--- config.mk ---
export PLATFORM = sky130hd
export DESIGN_NAME = fsla_cell
export DESIGN_NICKNAME = d
export VERILOG_FILES = /design/src/hw/rtl/fsla_pkg.sv /design/src/hw/rtl/fsla_cell.sv
export SDC_FILE = /design/constraint.sdc
export NUM_CORES = 1
export LEC_CHECK = 0
export CAP_MARGIN = 15
export CORE_MARGIN = 10
export CORE_UTILIZATION = 40
export DETAILED_ROUTE_END_ITERATION = 8
export DONT_BUFFER_PORTS = 1
export PLACE_DENSITY = 0.61
export SLEW_MARGIN = 10
export SYNTH_ARGS = -nofsm -noshare
export SYNTH_HDL_FRONTEND = slang
export SYNTH_SLANG_ARGS = --single-unit
--- constraint.sdc ---
create_clock -name clk -period 1.3 [get_ports clk]
set_input_delay 0 -clock clk [delete_from_list [all_inputs] [get_ports clk]]
set_output_delay 0 -clock clk [all_outputs]
set_load 0.01 [all_outputs]
--- src/hw/rtl/fsla_pkg.sv ---
package fsla_pkg;

    localparam int IDX_W = 11;
    localparam int OFF_W = 21;
    localparam int LEN_W = 21;
    localparam logic [LEN_W-1:0] RESET_REGION = 21'd65536;
    localparam logic [LEN_W-1:0] MIN_REGION = 21'd64;
    localparam logic [LEN_W-1:0] MAX_REGION = 21'd1048576;
    localparam logic [20:0] MIN_REQ = 21'd16;
    localparam logic [3:0] MIN_ALIGN = 4'd3;
    localparam logic [3:0] MAX_ALIGN = 4'd12;

    localparam logic [1:0] SH_NONE = 2'd0;
    localparam logic [1:0] SH_INSERT = 2'd1;
    localparam logic [1:0] SH_REMOVE = 2'd2;

    localparam logic [1:0] ST_OK = 2'd0;
    localparam logic [1:0] ST_NO_FIT = 2'd1;
    localparam logic [1:0] ST_NOT_LIVE = 2'd2;
    localparam logic [1:0] ST_FULL = 2'd3;

    localparam logic [1:0] REG_BASE = 2'd0;
    localparam logic [1:0] REG_REGION = 2'd1;
    localparam logic [1:0] REG_POLICY = 2'd2;

    typedef struct packed {
        logic             wr;
        logic [IDX_W-1:0] wr_idx;
        logic [OFF_W-1:0] wr_start;
        logic [LEN_W-1:0] wr_len;
        logic [1:0]       shift;
        logic [IDX_W-1:0] sh_idx;
    } cell_cmd_t;

endpackage

--- src/hw/rtl/fsla_cell.sv ---
module fsla_cell #(
    parameter int IDX = 0
) (
    input  logic                            clk,
    input  logic                            rst_n,
    input  fsla_pkg::cell_cmd_t             cmd,
    input  logic [fsla_pkg::OFF_W-1:0]      left_start,
    input  logic [fsla_pkg::LEN_W-1:0]      left_len,
    input  logic [fsla_pkg::OFF_W-1:0]      right_start,
    input  logic [fsla_pkg::LEN_W-1:0]      right_len,
    output logic [fsla_pkg::OFF_W-1:0]      start,
    output logic [fsla_pkg::LEN_W-1:0]      len
);

    localparam logic [fsla_pkg::IDX_W-1:0] MY_IDX = fsla_pkg::IDX_W'(IDX);

    logic [fsla_pkg::OFF_W-1:0] start_reg, start_next;
    logic [fsla_pkg::LEN_W-1:0] len_reg, len_next;

    always_comb
    begin
        start_next = start_reg;
        len_next = len_reg;
        priority if (cmd.wr && cmd.wr_idx == MY_IDX)
        begin
            start_next = cmd.wr_start;
            len_next = cmd.wr_len;
        end
        else if (cmd.shift == fsla_pkg::SH_INSERT && MY_IDX > cmd.sh_idx)
        begin
            start_next = left_start;
            len_next = left_len;
        end
        else if (cmd.shift == fsla_pkg::SH_REMOVE && MY_IDX >= cmd.sh_idx)
        begin
            start_next = right_start;
            len_next = right_len;
        end
        else
        begin
            // hold
            start_next = start_reg;
            len_next = len_reg;
        end
    end

    always_ff @(posedge clk or negedge rst_n)
    begin
        if (!rst_n)
        begin
            start_reg <= '0;
            len_reg <= fsla_pkg::RESET_REGION;
        end
        else
        begin
            start_reg <= start_next;
            len_reg <= len_next;
        end
    end

    assign start = start_reg;
    assign len = len_reg;

endmodule
## After elaboration in Yosys (flattened, before gate mapping)

Cells that the tools add are included.

- Register bits: 42
- Bits in latches: 0
- Bits in writable memories: 0
- Bits in read-only memories: 0
- Input port bits: 153
- Output and inout port bits: 42
- Logic and storage cells: 17
- Memories kept: 0

- $add $sub $neg: 0
- Multiply operators: 0
- Div/mod/pow operators: 0
- $lt $le $gt $ge: 2
- Equal/unequal tests: 2
- Shifts and indexed selects: 0
- Multiplexer cells: 6
- Bitwise logic cells: 0
- Reduce and logical (&&, ||, !) cells: 5

Operators by type and width:

| cell | number |
|---|---|
| 2-to-1 mux 21 bit | 6 |
| >= comparator 1 x 11 -> 1 bit, first input constant | 1 |
| > comparator 1 x 11 -> 1 bit, first input constant | 1 |
| logical NOT 11 bit | 1 |
| logical AND 1 bit | 3 |
| nonzero test 3 bit | 1 |
| equality test 2 x 1 -> 1 bit, second input constant | 1 |
| equality test 2 bit, second input constant | 1 |

## Logic depth before layout (Yosys ltp)

- Depth in word-level cells: 5
- Gate-level depth with buffers: 6
- Gate-level depth less buffers: 3

## Worst setup path before layout

No wires, ideal clock.

- Path kind: input to register
- Start point: input port cmd[56] (netlist bit)
- End point: register len_reg, in the netlist len[16]
- Library setup time: 0.077 ns
- Arrival: 1.398 ns
- Data required time: 1.223 ns
- Slack: -0.175 ns
- Cell stages on the path: 6
- Buffers on the path: 3
- Path through: or4_4 -> buf_6 -> or3_4 -> buf_6 -> buf_8 -> a31oi_1

- Longest elaborated chain between the ends: 3
- Elaborated cells on any way between the ends: 4
- Those cells by class: mux: 1; reduce/logical: 3

Ends and longest elaborated chain:

| item | RTL line | RTL |
|---|---|---|
| start, declared | fsla_cell.sv:6 | `input fsla_pkg::cell_cmd_t cmd,` |
| logical NOT 11 bit * | fsla_cell.sv:24 | `priority if (cmd.wr && cmd.wr_idx == MY_IDX)` |
| logical AND 1 bit * | fsla_cell.sv:24 |  |
| nonzero test 3 bit (no line) or 2-to-1 mux 21 bit (tied branches) | - |  |
| end signal, assigned | fsla_cell.sv:52 | `len_reg <= fsla_pkg::RESET_REGION;` |
| end signal, assigned | fsla_cell.sv:57 | `len_reg <= len_next;` |
| end, declared | fsla_cell.sv:18 | `logic [fsla_pkg::LEN_W-1:0] len_reg, len_next;` |

Mark *: on every way between the ends. The rest lies on a longest branch, timed or not.
A chain may end at the register's enable or synchronous reset.

## Worst setup path in the final report

- Start point: input port cmd[57] (netlist bit)
- End point: register len_reg, in the netlist len[12]

Same word-level chain as after synthesis.

==> metrics.yaml <==
run_status: "complete, no violations"
setup-violations-final: 0
htree_levels: 2
final_cells: 436
drc_errors: 0
p_leak_nw: 1.16
portBuffers: 0
holdPathStages: 3
antenna_found_initial: 0
syn2layout_area_growth_pct: 21.9
reg2reg_from: "len[16]$_DFFE_PN1P_"
synth_nets: 483
worst-setup-path-type: "in2reg"
ff2ff_setup_slack_ps: 420
gp_congestion: 0.816
numCtsBuffers: 5
die_area_um2: 11300
post_cts_buffers: 0
core_um2: 7250
hp-start: "right_len[19]"
synthDistinctLibCells: 20
layout-drive-gt1-share_pct: 10.7
place_inst: 378
ctsRootBufferMaster: "clkbuf_8"
hpwl_um: 7690
power_mw: 2.68
grt_overflow: 0
avgSynthCellArea_um2: 9.08
finClkSkew_ps: 0
numClockSinks: 42
finalCritPeriodShare_pct: 95.0
max-cap-violations: 0
hold_end: "len[19]$_DFFE_PN0P_"
vdd_drop_max_mv: 0.372
crit_arrival_ps: 1390
rows: 31
grt_max_degree: 43
worstRegToRegCells: 2
io_pins: 195
die_h_um: 107
finalMaxSlewViolations: 0
nets: 489
cts_tree: "done"
n_antenna_cell: 0
end_kind: "flop"
fin_crit_ps: 1230
wl_per_cell_um: 28.5
routed_wl_um: 12400
hold_violations: 0
fmax_mhz: 810
ant_nets: 0
start_util_pct: 41.3
routed-via-count: 3195
yosysWarnings: 0
regArea_um2: 1050
r2r_end: "len[16]$_DFFE_PN1P_"
grt_pass1_vias: 3111
rsz0062_at_grt: "false"
min_path_type: "in2reg"
multi_input_area_um2: 1650
ys_seq_area_share_pct: 35.1
crit_path_start_kind: "primary input"
critPathRequiredTime_ps: 1460
synth-seq-cells: 42
crit_path_max_fanout: 42
drt-initial-drc-count: 217
die_width_um: 107
relSlewSlack_pct: 67.0
worst_pin_slew_ps: 495
powerDensity_nw_per_um2: 735
clk_latency_ps: 290
clk_pin_slew_ps: 80
fillers: 660
syn_area_um2: 3000
cts_buffer_depth: 2
firstDrtPassIters: 4
track_usage_pct: 20.5
grt_pass1_wl_um: 18900
syn_inst: 330
viasPerCell: 7.33
## cell type report
type | count | share of cell area (%)
multi-input cells | 221 | 45.2
flip-flops and latches | 42 | 28.8
repair buffers | 66 | 20.4
well taps | 99 | 3.39
clock buffers | 8 | 2.19
## timing repair
item | in CTS | in global routing
hold buffers | 50 | 0
setup endpoints to repair | 0 | 2
endpoints found under the hold margin | 84 | 0
gates resized for setup | 0 | 3
## power by group
group | internal [mW] | switching [mW]
clock | 0.382 | 0.443
combinational | 0.213 | 0.281
sequential | 1.33 | 0.0337
total | 1.93 | 0.758
## per-layer routing
| layer | part of all wire (%) | GRT usage (%) |
|---|---|---|
| met1 | 38 | 25.6 |
| met4 | 1.5 | 5.22 |
| met2 | 48 | 32.8 |
| met5 | 0 | 0 |
| met3 | 13 | 7.43 |
## cell usage in the layout (no fill, tap or decap)
master,instances
or4_4,1
nor4_2,4
buf_4,10
nor4b_1,42
or4_1,3
nor2_4,1
o41ai_1,42
or4b_2,1
dfrtp_1,41
buf_16,1
nor4_1,39
or3_1,1
clkbuf_1,3
or3_4,1
dlygate4sd3_1,46
buf_12,9
nor4b_2,1
nand2b_2,1
a31oi_1,42
clkbuf_8,5
nand4_1,42
dfstp_2,1
## cell usage after synthesis
cell	count	share of area, %
a31oi_1	42	8.8
buf_1	3	0.38
buf_2	1	0.17
buf_6	2	0.75
buf_8	4	2.0
clkbuf_1	53	6.6
dfrtp_1	41	34
dfstp_2	1	0.88
dlygate4sd1_1	4	1.2
nand2b_1	1	0.21
nand4_1	42	8.8
nor2_1	1	0.13
nor4_1	43	9.0
nor4b_1	43	13
o41ai_1	42	12
or3_1	1	0.21
or3_4	1	0.38
or4_1	3	0.75
or4_4	1	0.38
or4b_1	1	0.33
## worst max-delay path: stages
cell     delay [ps]
or4b_2          670
buf_4           310
nor4_1          320
a31oi_1          90
## worst max-delay path by stage
| stage | start | depth (start not counted) | end | slack, ps |
|---|---|---|---|---|
| detailed placement | cmd[57] | 4 | start[14]$_DFFE_PN0P_ | -250 |
| finish | cmd[57] | 4 | len[12]$_DFFE_PN0P_ | 70 |
| CTS | cmd[57] | 4 | start[14]$_DFFE_PN0P_ | 70 |
| global route | cmd[57] | 4 | len[7]$_DFFE_PN0P_ | 20 |
| global placement | cmd[57] | 4 | len[7]$_DFFE_PN0P_ | -210 |
| floorplan | cmd[56] | 6 | len[16]$_DFFE_PN1P_ | -180 |
## stage by stage
step	TNS (ps)	setup slack, ps	area, µm²	util [%]	hold WS (ps)
2_1_floorplan	-7080	-175	3000	-	-296
3_3_place_gp	-7420	-206	3000	41.4	-294
3_5_place_dp	-8150	-245	3000	41.4	-294
4_1_cts	0	66.9	3630	50.1	15.5
5_1_grt	0	20.2	3650	50.3	25.8
6_report	0	65.5	3650	50.3	23.2
## cell families (layout without fill, tap and decap cells)
| kind of cell | Yosys count | after routing | share of synthesized area [%] |
|---|---|---|---|
| AO/OA/AOI/OAI | 84 | 84 | 21.1 |
| buffers and inverters | 67 | 74 | 11.1 |
| flip-flops | 42 | 42 | 35.1 |
| AND/OR/NAND/NOR | 137 | 137 | 32.7 |
(Power assumes the default switching activity.)
